===== src/hdl/sss_pkg.sv =====
package sss_pkg;

    localparam int unsigned SymW     = 5;
    localparam int unsigned WordW    = 16;
    localparam int unsigned PeriodW  = 16;
    localparam int unsigned PatternW = 40;
    localparam int unsigned PatIdxW  = 3;
    localparam int unsigned CountW   = 5;

    localparam logic [PeriodW-1:0]  RstPeriod  = 16'd500;
    // entries 0..7: 8, A, b, C, d, E, dash, blank
    localparam logic [PatternW-1:0] RstPattern = 40'd595371405672;

    localparam logic [7:0] SegBlank = 8'hFF;

    // register index decoded from paddr[3]
    localparam logic RegPeriod  = 1'b0;
    localparam logic RegPattern = 1'b1;

    typedef struct packed {
        logic load;
        logic shift;
    } t_ser_ctl;

    typedef struct packed {
        logic            write;
        logic            scroll;
        logic [SymW-1:0] wdata;
    } t_sym_ctl;

    // active-low segment code, blank above the table
    function automatic logic [7:0] seg_lookup(input logic [SymW-1:0] sym);
        logic [7:0] seg;
        unique case (sym)
            5'd0:    seg = 8'hC0;
            5'd1:    seg = 8'hF9;
            5'd2:    seg = 8'hA4;
            5'd3:    seg = 8'hB0;
            5'd4:    seg = 8'h99;
            5'd5:    seg = 8'h92;
            5'd6:    seg = 8'h82;
            5'd7:    seg = 8'hF8;
            5'd8:    seg = 8'h80;
            5'd9:    seg = 8'h90;
            5'd10:   seg = 8'hBF;
            5'd11:   seg = 8'h88;
            5'd12:   seg = 8'h83;
            5'd13:   seg = 8'hC6;
            5'd14:   seg = 8'hA1;
            5'd15:   seg = 8'h86;
            5'd16:   seg = 8'h8E;
            default: seg = SegBlank;
        endcase
        return seg;
    endfunction

endpackage


===== src/hdl/sss_bit_cell.sv =====
module sss_bit_cell
    import sss_pkg::*;
(
    input  logic     i_clk,
    input  t_ser_ctl i_ctl,
    input  logic     i_par,
    input  logic     i_prev,
    output logic     o_bit
);

    logic r_bit;

    always_ff @(posedge i_clk) begin
        if (i_ctl.load) begin
            r_bit <= i_par;
        end else if (i_ctl.shift) begin
            r_bit <= i_prev;
        end
    end

    assign o_bit = r_bit;

endmodule


===== src/hdl/sss_sym_cell.sv =====
module sss_sym_cell
    import sss_pkg::*;
(
    input  logic            i_clk,
    input  logic            i_rst_n,
    input  logic [SymW-1:0] i_rst_value,
    input  t_sym_ctl        i_ctl,
    input  logic [SymW-1:0] i_next,
    output logic [SymW-1:0] o_sym
);

    logic [SymW-1:0] r_sym;

    always_ff @(posedge i_clk) begin
        if (!i_rst_n) begin
            r_sym <= i_rst_value;
        end else begin
            priority if (i_ctl.write) begin
                r_sym <= i_ctl.wdata;
            end else if (i_ctl.scroll) begin
                r_sym <= i_next;
            end
        end
    end

    assign o_sym = r_sym;

endmodule


===== src/hdl/seven_segment_scan_serializer_top.sv =====
// channel  | direction | handshake                 | payload
// ---------+-----------+---------------------------+------------------------------------------
// in       | to block  | i_in_valid / o_in_ready   | i_func i_position i_symbol i_scroll_enable
// out      | from blk  | o_out_valid / i_out_ready | o_serial_bit o_latch_after o_scan_digit
// config   | to block  | psel penable pwrite       | paddr pwdata prdata pready (64-bit APB)
//
// A scan tick yields 16 bits out of a 16-cell shift chain, one per cycle while i_out_ready is high.
// The next tick loads in the cycle the sixteenth bit leaves, so ticks run back to back.
// Symbol writes produce no output and are always accepted, even while bits drain.
// Output stalls freeze the chain; a tick waits until its bits can be loaded.
// Synchronous active-low reset loads the store with the default pattern, period 500.
module seven_segment_scan_serializer_top
    import sss_pkg::*;
#(
    parameter int unsigned DIGITS = 8
) (
    input  logic        i_clk,
    input  logic        i_rst_n,

    input  logic        i_in_valid,
    output logic        o_in_ready,
    input  logic        i_func,
    input  logic [2:0]  i_position,
    input  logic [4:0]  i_symbol,
    input  logic        i_scroll_enable,

    output logic        o_out_valid,
    input  logic        i_out_ready,
    output logic        o_serial_bit,
    output logic        o_latch_after,
    output logic [2:0]  o_scan_digit,

    input  logic        psel,
    input  logic        penable,
    input  logic        pwrite,
    input  logic [3:0]  paddr,
    input  logic [63:0] pwdata,
    output logic [63:0] prdata,
    output logic        pready
);

    localparam int unsigned PosW = $clog2(DIGITS);

    logic [PeriodW-1:0]  r_period;
    logic [PatternW-1:0] r_pattern;
    logic [PosW-1:0]     r_scan_pos;
    logic [PosW-1:0]     n_scan_pos;
    logic [PeriodW-1:0]  r_tick;
    logic [PeriodW-1:0]  n_tick;
    logic [PatIdxW-1:0]  r_pat_idx;
    logic [CountW-1:0]   r_count;
    logic [CountW-1:0]   n_count;
    logic [2:0]          r_digit;

    logic                load_ok;
    logic                acc;
    logic                tick_acc;
    logic                wr_acc;
    logic                out_shift;
    logic                cfg_wr;
    logic                hit;
    logic                scroll;
    logic [SymW-1:0]     pat_entry;
    logic [SymW-1:0]     cur_sym;
    logic [WordW-1:0]    word;
    logic [WordW-1:0]    bits;
    logic [SymW-1:0]     w_store [DIGITS];
    t_ser_ctl            ser_ctl;

    // ---------------- configuration ----------------
    assign pready = 1'b1;
    assign cfg_wr = psel & penable & pwrite & pready;

    always_ff @(posedge i_clk) begin
        if (!i_rst_n) begin
            r_period  <= RstPeriod;
            r_pattern <= RstPattern;
        end else if (cfg_wr) begin
            unique case (paddr[3])
                RegPeriod:  r_period  <= pwdata[PeriodW-1:0];
                RegPattern: r_pattern <= pwdata[PatternW-1:0];
                default:    ;
            endcase
        end
    end

    always_comb begin
        unique case (paddr[3])
            RegPeriod:  prdata = {{(64-PeriodW){1'b0}}, r_period};
            RegPattern: prdata = {{(64-PatternW){1'b0}}, r_pattern};
            default:    prdata = '0;
        endcase
    end

    // ---------------- handshake ----------------
    assign load_ok    = (r_count == '0) || ((r_count == CountW'(1)) && i_out_ready);
    assign o_in_ready = i_func | load_ok;
    assign acc        = i_in_valid & o_in_ready;
    assign tick_acc   = acc & ~i_func;
    assign wr_acc     = acc & i_func;

    assign o_out_valid = (r_count != '0);
    assign out_shift   = o_out_valid & i_out_ready;

    // ---------------- scan, tick and scroll control ----------------
    assign n_scan_pos = (r_scan_pos == PosW'(DIGITS - 1)) ? '0 : r_scan_pos + PosW'(1);
    assign n_tick     = r_tick + PeriodW'(1);
    assign hit        = (n_tick >= r_period);
    assign scroll     = tick_acc & hit & i_scroll_enable;
    assign pat_entry  = r_pattern[r_pat_idx*SymW +: SymW];

    always_comb begin
        n_count = r_count;
        if (tick_acc) begin
            n_count = CountW'(WordW);
        end else if (out_shift) begin
            n_count = r_count - CountW'(1);
        end
    end

    always_ff @(posedge i_clk) begin
        if (!i_rst_n) begin
            r_scan_pos <= '0;
            r_tick     <= '0;
            r_pat_idx  <= '0;
            r_count    <= '0;
        end else begin
            r_count <= n_count;
            if (tick_acc) begin
                r_scan_pos <= n_scan_pos;
                r_tick     <= hit ? '0 : n_tick;
            end
            if (scroll) begin
                r_pat_idx <= r_pat_idx + PatIdxW'(1);
            end
        end
    end

    always_ff @(posedge i_clk) begin
        if (tick_acc) begin
            r_digit <= 3'(r_scan_pos);
        end
    end

    // ---------------- symbol store: a row of cells shifting left ----------------
    genvar gi;
    generate
        for (gi = 0; gi < DIGITS; gi++) begin : g_sym
            t_sym_ctl        ctl;
            logic [SymW-1:0] nxt;

            assign ctl.write  = wr_acc && (i_position == 3'(gi));
            assign ctl.scroll = scroll;
            assign ctl.wdata  = i_symbol;

            if (gi == DIGITS - 1) begin : g_last
                assign nxt = pat_entry;
            end else begin : g_mid
                assign nxt = w_store[gi+1];
            end

            sss_sym_cell u_cell (
                .i_clk       (i_clk),
                .i_rst_n     (i_rst_n),
                .i_rst_value (RstPattern[gi*SymW +: SymW]),
                .i_ctl       (ctl),
                .i_next      (nxt),
                .o_sym       (w_store[gi])
            );
        end
    endgenerate

    // ---------------- serializer: 16 bit cells, MSB leaves first ----------------
    assign cur_sym = w_store[r_scan_pos];
    assign word    = {~(8'b1 << r_scan_pos), seg_lookup(cur_sym)};

    assign ser_ctl.load  = tick_acc;
    assign ser_ctl.shift = out_shift;

    generate
        for (gi = 0; gi < WordW; gi++) begin : g_bit
            logic prev;

            if (gi == 0) begin : g_first
                assign prev = 1'b0;
            end else begin : g_rest
                assign prev = bits[gi-1];
            end

            sss_bit_cell u_cell (
                .i_clk  (i_clk),
                .i_ctl  (ser_ctl),
                .i_par  (word[gi]),
                .i_prev (prev),
                .o_bit  (bits[gi])
            );
        end
    endgenerate

    assign o_serial_bit  = bits[WordW-1];
    assign o_latch_after = (r_count == CountW'(1));
    assign o_scan_digit  = r_digit;

`ifndef SYNTHESIS
    a_tick_only_when_free: assert property (@(posedge i_clk) disable iff (!i_rst_n)
        tick_acc |-> (r_count == '0) || ((r_count == CountW'(1)) && i_out_ready))
        else $error("tick request loaded over undelivered bits");

    a_run_follows_tick: assert property (@(posedge i_clk) disable iff (!i_rst_n)
        tick_acc |=> (o_out_valid && (r_count == CountW'(WordW))))
        else $error("tick request did not start a 16-bit run");

    a_count_bound: assert property (@(posedge i_clk) disable iff (!i_rst_n)
        r_count <= CountW'(WordW))
        else $error("bit count out of range");

    a_scan_wrap: assert property (@(posedge i_clk) disable iff (!i_rst_n)
        r_scan_pos <= PosW'(DIGITS - 1))
        else $error("scan position beyond last digit");
`endif

endmodule


===== config.mk =====
export PLATFORM = sky130hd
export DESIGN_NAME = seven_segment_scan_serializer_top
export DESIGN_NICKNAME = d
export VERILOG_FILES = /design/src/hdl/sss_pkg.sv /design/src/hdl/sss_bit_cell.sv /design/src/hdl/sss_sym_cell.sv /design/src/hdl/seven_segment_scan_serializer_top.sv
export SDC_FILE = /design/constraint.sdc
export NUM_CORES = 1
export LEC_CHECK = 0
export ABC_AREA = 1
export CAP_MARGIN = 20
export CORE_UTILIZATION = 55
export DETAILED_ROUTE_END_ITERATION = 6
export DONT_BUFFER_PORTS = 1
export GPL_ROUTABILITY_DRIVEN = 0
export PLACE_DENSITY = 0.69
export SETUP_SLACK_MARGIN = 0.1
export SYNTH_ARGS = -nofsm -noshare
export SYNTH_HDL_FRONTEND = slang
export SYNTH_SLANG_ARGS = --single-unit

===== constraint.sdc =====
create_clock -name i_clk -period 4.59 [get_ports i_clk]
set_input_delay 0.2295 -clock i_clk [delete_from_list [all_inputs] [get_ports i_clk]]
set_output_delay 0.2295 -clock i_clk [all_outputs]
set_load 0.03 [all_outputs]

; ---- Word-level counts from Yosys, hierarchy flattened
; Memories as Yosys holds them, arrays and structs flattened.
; Cells that the tools add are included.
[word_totals]
ff_bits = 142
romBits = 224
input_bits = 85
output_inout_bits = 72
wordCells = 146
n_memories = 1
[op_classes]
addsub = 4
multipliers = 1
n_lt_le_gt_ge = 2
n_eq_ne = 9
shift = 2
n_mux = 56
n_bitwise = 14
reduce_logical = 25
[mem_list]
columns = memory, words, width, read_ports, rd_ports_with_merged_regs, wr, line_no
row1 = (no name shown), 32, 7, 1, 0, 0, sss_pkg.sv:34  ; unique case (sym)
[ops]
columns = cell, count
row1 = case mux 64 bit (2 select lines), 1
row2 = two-way mux 5 bit, 20
row3 = indexed part select 40 x 7 -> 5 bit, 1
row4 = two-way mux 1 bit, 32
row5 = nonzero test 2 bit, 9
row6 = adder 16 x 1 -> 16 bit (second input constant), 1
row7 = >= comparator 16 bit, 1
row8 = two-way mux 16 bit, 1
row9 = binary-select mux 5 bit (select 3 bit), 1
row10 = equality test 3 bit (second input constant), 5
row11 = logical AND 1 bit, 9
row12 = AND 1 bit, 8
row13 = NOT 8 bit, 1
row14 = << shifter 1 x 3 -> 8 bit (first input constant), 1
row15 = adder 3 x 1 -> 3 bit (second input constant), 2
row16 = equality test 3 x 2 -> 1 bit (second input constant), 2
row17 = multiplier 3 x 3 -> 6 bit (second input constant), 1
row18 = equality test 5 x 1 -> 1 bit (second input constant), 1
row19 = zero test 5 bit, 1
row20 = nonzero test 5 bit, 1
row21 = subtractor 5 x 1 -> 5 bit (second input constant), 1
row22 = >= comparator 4 bit (second input constant), 1
row23 = NOT 3 -> 4 bit, 1
row24 = AND reduction 2 bit, 2
row25 = 7 further kinds, 9

; ---- Longest topological paths before layout
; Gate-level depths: netlist of run 1.
[depth]
word_depth = 10
ltp_mapped = 22
ltp_nobuf = 21

; ---- By module
; From an unflattened synthesis of run 1, not the netlist that was laid out.
[unflattened]
cells_unflattened = 1344
area_unflattened_um2 = 9007.4
[by_module_without_submodules]
columns = mod, instances, cells_each, area_per_inst_um2
row1 = seven_segment_scan_serializer_top, 1, 896, 5764.3
row2 = sss_sym_cell, 8, 44, 302.8
row3 = sss_bit_cell, 16, 6, 51.3

; ---- Least setup slack after synthesis of run 1
; Ideal clock, no wire load.
[synth_timing]
path_kind = reg2reg
startpoint = reg r_tick[0]
endpoint = reg g_sym[7].u_cell.r_sym[0]
setup_time_ps = 134
t_arrival_ps = 2571
t_required_ps = 4456
path_slack_ps = 1886
stages_incl_launch_ff = 23
n_path_buf = 1
synth_period_minus_slack_ps = 2704
cell_sequence = dfxtp_1 inv_1 nor3_2 nand3_1 inv_1 nand3_1 inv_1 nand2_1 nand2_1 o21ai_0 inv_1 ha_1 nand2_1 inv_1 o21bai_1 a21oi_1 nor2_1 nand2_1 nand2_2 buf_6 nand2_4 nand2_1 nand3_1
[synth_via]
elab_chain_cells = 5
[synth_rtl]
columns = element, line_no
row1 = start: declaration, seven_segment_scan_serializer_top.sv:48  ; logic [PeriodW-1:0] r_tick;
row2 = start signal: assignment, seven_segment_scan_serializer_top.sv:131  ; r_tick <= hit ? '0 : n_tick;
row3 = adder 16 x 1 -> 16 bit, seven_segment_scan_serializer_top.sv:107  ; assign n_tick = r_tick + PeriodW'(1);
row4 = >= comparator 16 bit, seven_segment_scan_serializer_top.sv:108  ; assign hit = (n_tick >= r_period);
row5 = AND 1 bit (2 in series), seven_segment_scan_serializer_top.sv:109  ; assign scroll = tick_acc & hit & i_scroll_enable;
row6 = nonzero test 2 bit (no source line), n/a
row7 = end signal: assignment, sss_sym_cell.sv:16  ; r_sym <= i_rst_value;
row8 = end signal: assignment, sss_sym_cell.sv:19  ; r_sym <= i_ctl.wdata;
row9 = end signal: assignment, sss_sym_cell.sv:21  ; r_sym <= i_next;
row10 = end: declaration, sss_sym_cell.sv:12  ; logic [SymW-1:0] r_sym;
; No other way between the ends.
; A chain may end at the register's enable or synchronous reset.

; ---- Worst setup path in the final report of run 1
[layout_timing]
startpoint = reg r_tick[0]
endpoint = reg g_sym[0].u_cell.r_sym[2]
[layout_via]
elab_chain_cells = 5
[layout_rtl]
columns = element, line_no
row1 = adder 16 x 1 -> 16 bit, seven_segment_scan_serializer_top.sv:107
row2 = >= comparator 16 bit, seven_segment_scan_serializer_top.sv:108
row3 = AND 1 bit (2 in series), seven_segment_scan_serializer_top.sv:109
row4 = nonzero test 2 bit (no source line), n/a
row5 = end signal: assignment, sss_sym_cell.sv:16
row6 = end signal: assignment, sss_sym_cell.sv:19
row7 = end signal: assignment, sss_sym_cell.sv:21
row8 = end: declaration, sss_sym_cell.sv:12
; No other way between the ends.

==> run metrics, run 1 <==
clk sink count 142; Critical Path RT 4.86 ns; cell count after synthesis 1,171; Rel. slew slack 0.229; # hold bufs at CTS 41; critical path arrival 4.13 ns; ys flop type dfxtp_1; Antenna Nets Post-Route 0; # Post-CTS Setup Buffers 0; fin crit period 3.85 ns; Clk Latency, worst-skew pair 0.42 ns; critical path fanouts, max 26; Total Routing Usage GR 0.284; WL/cell 14.8 um; htree depth 4; Die W 122 um; startpoint class of the critical path flop; Total Routed Length 20.2 mm; total CTS buffers 17; Yosys reg bits 142; starting density of the core 0.569; Slew Viols, Final 0; Unique masters post-synth 37; Avg Vias per Cell 5.36; RR Startpoint r_tick[0]; Hold Crit Class input port to flop; Tightest Pin Transition 1.14 ns; CTS tree yes; Hold Violations, Final 0; DRT Pass-1 Iters 5; Hold WS 0.0178 ns; r2r setup slk 0.74 ns; Cell Pwr Density 455 nW/um2; Leakage 4.25 nW; r2r endpoint g_sym[0].u_cell.o_sym[2]; hold depth 2; grt met3 use 0.0604; Rows 43; Filler Cell Count 1,302; vias in the first global route 6,647; Clk pin slew, worst setup/hold paths 0.06 ns; Ant. Diodes 0; crit share post-route 0.839; area delta synth->final 12.5%; Yosys warning total 0; Root Driver clkbuf_16; max-cap viol count 0; initial antenna violation count 0; Core Region 14,000 um2; GRT overflow 0; # setup viols final 0; Critical Path Sink Type flop; Max Clock Freq 0.260 GHz; asr flop ratio synth 0; pin count of the biggest net entering global routing 75; Final HPWL DP 13.4 mm; GR Util met1 0.394; first-pass GRT wire length 33.2 mm; vias post-DR 7,359; Die Y 122 um; hold_sp pwdata[13]; Mapped Area 7990 um2; global route hottest layer met2; Syn Area/Cell 6.82 um2; RSZ-0062 raised after global routing no; post-synthesis sequential area ratio 0.380; I/O Buffers 0; critical path class flop to flop; DP Area 7910 um2; I/O pin total 157; Starting DRT DRC Count 697; clk buf depth 2; drc violations 0; clk_skew 0.00889 ns; Worst Hold End r_period[13]; layout cells sized above 1 0.0529; Final #Nets 1,296; Design Area, Final 8980 um2; GR Layer Usage met2 0.432; status completed; R2R cell count 22; Post-synth EDFFs 19; CTS resizes 0; die area 15,000 um2; setup_tns 0 ns; VDD IR max 0.000283 V
-- sequential cells by signal, summed over array words and instances, names as in the netlist --
register,cells
r_pattern,40
r_count,5
r_pat_idx,3
r_period,16
g_bit.u_cell.o_bit,16
r_tick,16
g_sym.u_cell.o_sym,40
o_scan_digit,3
r_scan_pos,3
-- layout make-up --
cell class | instances | area (um2) | area share
clock buffer | 22 | 495 | 0.0552
clock inverter | 10 | 109 | 0.0121
inverter | 123 | 462 | 0.0514
multi-input combinational | 847 | 4160 | 0.463
sequential | 142 | 3030 | 0.338
tap | 180 | 225 | 0.0251
timing repair buffer | 48 | 503 | 0.0560
-- per-stage QoR --
stage	cells	util	total power, mW	setup slack, ns
after detailed placement	1297	0.563	2.65	0.793
after global placement	1297	0.563	2.64	0.875
after floorplan	1194	-	2.48	1.89
after CTS	1370	0.637	4.10	0.772
after global routing	1372	0.640	4.34	0.386
final	1372	0.640	4.09	0.737
-- kinds of logic (layout without fill, tap and decap cells) --
logic type,count (synthesis),after routing,synth area share
DFF,142,142,0.380
AOI/OAI and AO/OA,255,255,0.168
adders and majority gates,32,32,0.0501
and+or+nand+nor,529,529,0.283
buffers and inverters,205,203,0.111
xor gates and xnor gates,6,6,0.00658
other,2,25,0.000940
-- cells in the mapped netlist (2+ instances only) --
master    number  area, um2
buf_2         12       60.1
nor3_1         6       30.0
o211ai_1       8       60.1
nor2_1       125        469
dfxtp_1      123       2460
o21bai_1       4       30.0
nand2_2        5       31.3
edfxtp_1      19        571
nand4_1        6       37.5
conb_1         2       7.51
nand2_1      269       1010
nand3_1      101        505
or2_2          2       12.5
inv_2          4       15.0
ha_1          32        400
a21oi_1       61        305
clkbuf_1      43        161
nand2_4        8       90.1
xor2_1         5       43.8
o21ai_1        3       15.0
inv_1        119        447
o22ai_1       16        100
buf_4         25        188
o21ai_0      154        771
a31oi_1        7       43.8
-- where the power goes --
part | switching [mW] | internal [mW]
clock network | 0.536 | 0.872
logic | 0.779 | 0.334
registers | 0.0997 | 1.47
-- worst max-delay path, stage by stage (launching register included) --
cell	delay, ns
dfxtp_1	0.36
inv_1	0.09
nor3_2	0.24
nand3_1	0.16
inv_1	0.12
nand3_1	0.16
inv_1	0.16
nand2_1	0.07
nand2_1	0.06
o21ai_0	0.12
inv_1	0.09
ha_1	0.23
nand2_1	0.07
inv_1	0.03
o21bai_1	0.12
a21oi_1	0.08
nor2_1	0.19
nand2_1	0.19
nand2_2	0.54
buf_4	0.36
nand2_4	0.10
nand2_1	0.09
a21oi_1	0.05
-- worst max-delay path by stage --
stage / endpoint / slack [ns] / cells after the start / start
6_report: g_sym[0].u_cell.o_sym[2] / 0.74 / 22 / r_tick[0]
5_1_grt: g_sym[1].u_cell.o_sym[4] / 0.39 / 22 / r_tick[0]
4_1_cts: g_sym[0].u_cell.o_sym[2] / 0.77 / 22 / r_tick[0]
3_5_place_dp: g_sym[0].u_cell.o_sym[2] / 0.79 / 22 / r_tick[0]
3_3_place_gp: g_sym[0].u_cell.o_sym[2] / 0.87 / 22 / r_tick[0]
2_1_floorplan: g_sym[7].u_cell.o_sym[0] / 1.89 / 22 / r_tick[0]
-- per-layer routing --
layer	vias to the layer above	wire length (um)
met3	25	1050
met1	3317	9820
li1	3806	-
met2	211	9000
met4	0	377
met5	-	0
-- layout by cell type (no fill, tap or decap), drive strengths merged --
| master | instances |
|---|---|
| bufinv | 2 |
| o21ai | 157 |
| xor2 | 5 |
| o211a | 1 |
| or2 | 2 |
| nor3 | 7 |
| nand3b | 1 |
| o21bai | 4 |
| clkbuf | 22 |
| inv | 123 |
| o21a | 1 |
| clkinv | 6 |
| dfxtp | 123 |
| nand3 | 102 |
| and2 | 1 |
| o22ai | 16 |
| clkinvlp | 2 |
| buf | 7 |
| conb | 25 |
| xnor2 | 1 |
| a31oi | 7 |
| nor3b | 1 |
| nand4 | 7 |
| o211ai | 8 |
| ha | 32 |
| nand2 | 282 |
| edfxtp | 19 |
| a21oi | 61 |
| nor2 | 126 |
| dlygate4sd3 | 41 |
Note: power is estimated with default switching activity, not from simulation.
==> run 2, diff against run 1 <==
Clock period 4.59 ns to 3.75 ns, I/O delays scaled along.
==> run metrics, run 2 (synthesis results as in run 1) <==
Clk pin slew, worst setup/hold paths 0.06 ns (about the same); r2r endpoint g_sym[6].u_cell.o_sym[0]; die area 15,000 um2 (unchanged); clk_skew 0.0175 ns (+0.00863 ns); Leakage 4.26 nW (+0.19%); critical path arrival 3.55 ns (-0.58 ns); total CTS buffers 17 (unchanged); setup_tns 0 ns (unchanged); Final #Nets 1,298 (+0.15%); clk sink count 142 (unchanged); CP Cell Sequence inv_1, nor3_2, nand3_1, inv_1, nand3_1, inv_1, nand3_1, nand2_1, inv_1, ha_1, nand2_1, o21bai_1, a21oi_1, nor2_1, nand2_1, nand2_2, buf_6, nand2_4, nand2_1, a21oi_1; Max stage delay on crit path 0.36 ns (-0.18 ns); Clk Latency, worst-skew pair 0.43 ns (about the same); Starting DRT DRC Count 545 (-22%); I/O Buffers 0 (unchanged); Max Clock Freq 0.306 GHz (+18%); Top Family by Delay on Critical Path simple AND/OR/NAND/NOR gates; Avg Vias per Cell 5.42 (+1.1%); Critical Path Sink Type flop; Clock Power Share 0.337 (-0.007); P_int 3.20 mW (+19%); R2R cell count 20 (-9.1%); RR Startpoint r_tick[0]; vias in the first global route 6,413 (-3.5%); GRT overflow 0 (unchanged); Core Region 14,000 um2 (unchanged); htree depth 4 (unchanged); critical path class flop to flop; most frequent cells in the layout 269 x nand2_1, 154 x o21ai_0, 124 x nor2_1; # Post-CTS Setup Buffers 0 (unchanged); Sw Share 0.358 (+0.0124); WL/cell 14.8 um (about the same); Die W 122 um (unchanged); r2r setup slk 0.49 ns (-0.25 ns); critical path fanouts, max 22 (-15%); Worst path slowest cell dfxtp_1; Seq pwr share 0.384 (about the same); startpoint class of the critical path flop; Hold Crit Class input port to flop; Total Routed Length 20.3 mm (+0.30%); clk buf depth 2 (unchanged); hold depth 3 (+1); Die Y 122 um (unchanged); layout cells sized above 1 0.0544 (+0.00159); Rel. slew slack 0.217 (-0.0122); I/O pin total 157 (unchanged); max-cap viol count 0 (unchanged); commonest non-fill, non-tap cell in the layout nand2_1; drc violations 0 (unchanged); CTS tree yes; starting density of the core 0.569 (unchanged); Sw Pwr 1.78 mW (+26%); Antenna Nets Post-Route 0 (unchanged); Root Driver clkbuf_16; vias post-DR 7,459 (+1.4%); Rows 43 (unchanged); pin count of the biggest net entering global routing 75 (unchanged); Design Area, Final 9010 um2 (+0.32%); Hold Violations, Final 0 (unchanged); Final HPWL DP 13.3 mm (-0.34%); first-pass GRT wire length 32.0 mm (-3.8%); Slew Viols, Final 0 (unchanged); RSZ-0062 raised after global routing no; # setup viols final 0 (unchanged); Total Routing Usage GR 0.275 (-0.00893); Critical Path RT 4.03 ns (-0.83 ns); Worst Hold End r_count[0]; WP buf/inv 5 (-1); area delta synth->final 12.8%; CP Depth 20 (-9.1%); DRT Pass-1 Iters 5 (unchanged); VDD IR max 0.000414 V (+46%); Logic pwr share 0.279 (+0.007); initial antenna violation count 2 (+2); crit share post-route 0.870 (+0.0308); Cell Pwr Density 553 nW/um2 (+21%); fin crit period 3.26 ns (-0.590 ns); status completed; hold_sp i_out_ready; Tightest Pin Transition 1.16 ns (+0.0181 ns); DP Area 7930 um2 (+0.25%)
[run 2: per-layer routing]
layer	routed length [um]	part of all wire	up-vias	global-route usage
met5	0	0	-	0
met4	471	0.023	0	0.0877
met3	1410	0.069	34	0.0586
met2	8910	0.44	290	0.420
met1	9510	0.47	3326	0.384
li1	-	-	3809	-
[run 2: worst max-delay path by stage]
stage / start / end
3_3_place_gp: r_tick[0] / g_sym[2].u_cell.o_sym[0]
3_5_place_dp: r_tick[0] / g_sym[2].u_cell.o_sym[1]
4_1_cts: r_tick[0] / g_sym[2].u_cell.o_sym[1]
2_1_floorplan: r_tick[0] / g_sym[7].u_cell.o_sym[0]
5_1_grt: r_tick[0] / g_sym[7].u_cell.o_sym[4]
6_report: r_tick[0] / g_sym[6].u_cell.o_sym[0]
[run 2: final cells by class]
cell class | instances | area (um2)
Antenna cell | 2 | 5.00
Clock buffer | 19 | 464
Clock inverter | 13 | 130
Fill cell | 1262 | 5030
Inverter | 123 | 462
Multi-Input combinational cell | 847 | 4160
Sequential cell | 142 | 3030
Tap cell | 180 | 225
Timing Repair Buffer | 50 | 537
[run 2: power by group through the flow]
stage	sequential, mW	clock, mW	combinational [mW]
after floorplan	1.92	0	1.11
after global placement	1.94	0	1.30
after detailed placement	1.94	0	1.32
after CTS	1.91	1.70	1.38
after global routing	1.93	1.77	1.55
final	1.91	1.68	1.39
[run 2: metrics by stage]
stage          utilization  setup WS, ns  hold WS [ns]  total power [mW]  instances
4_1_cts              0.639         0.429        0.0337              4.99       1373
5_1_grt              0.642         0.115        0.0709              5.26       1376
3_5_place_dp         0.565         0.445         0.302              3.26       1298
3_3_place_gp         0.565         0.468         0.290              3.24       1298
6_report             0.642         0.487        0.0474              4.98       1376
2_1_floorplan            -          1.05         0.314              3.03       1194
[run 2: worst min-delay path, delay by kind of cell]
kind | cells | cell delay [ns]
AOI/OAI and AO/OA | 1 | 0.05
and+or+nand+nor | 2 | 0.18
[run 2: repair_timing]
| item | 4_1_cts | 5_1_grt |
|---|---|---|
| hold buffers | 43 | 0 |
| gates resized for setup | 0 | 1 |
| endpoints found under the hold margin | 84 | 0 |
| endpoints found under the setup margin | 0 | 25 |
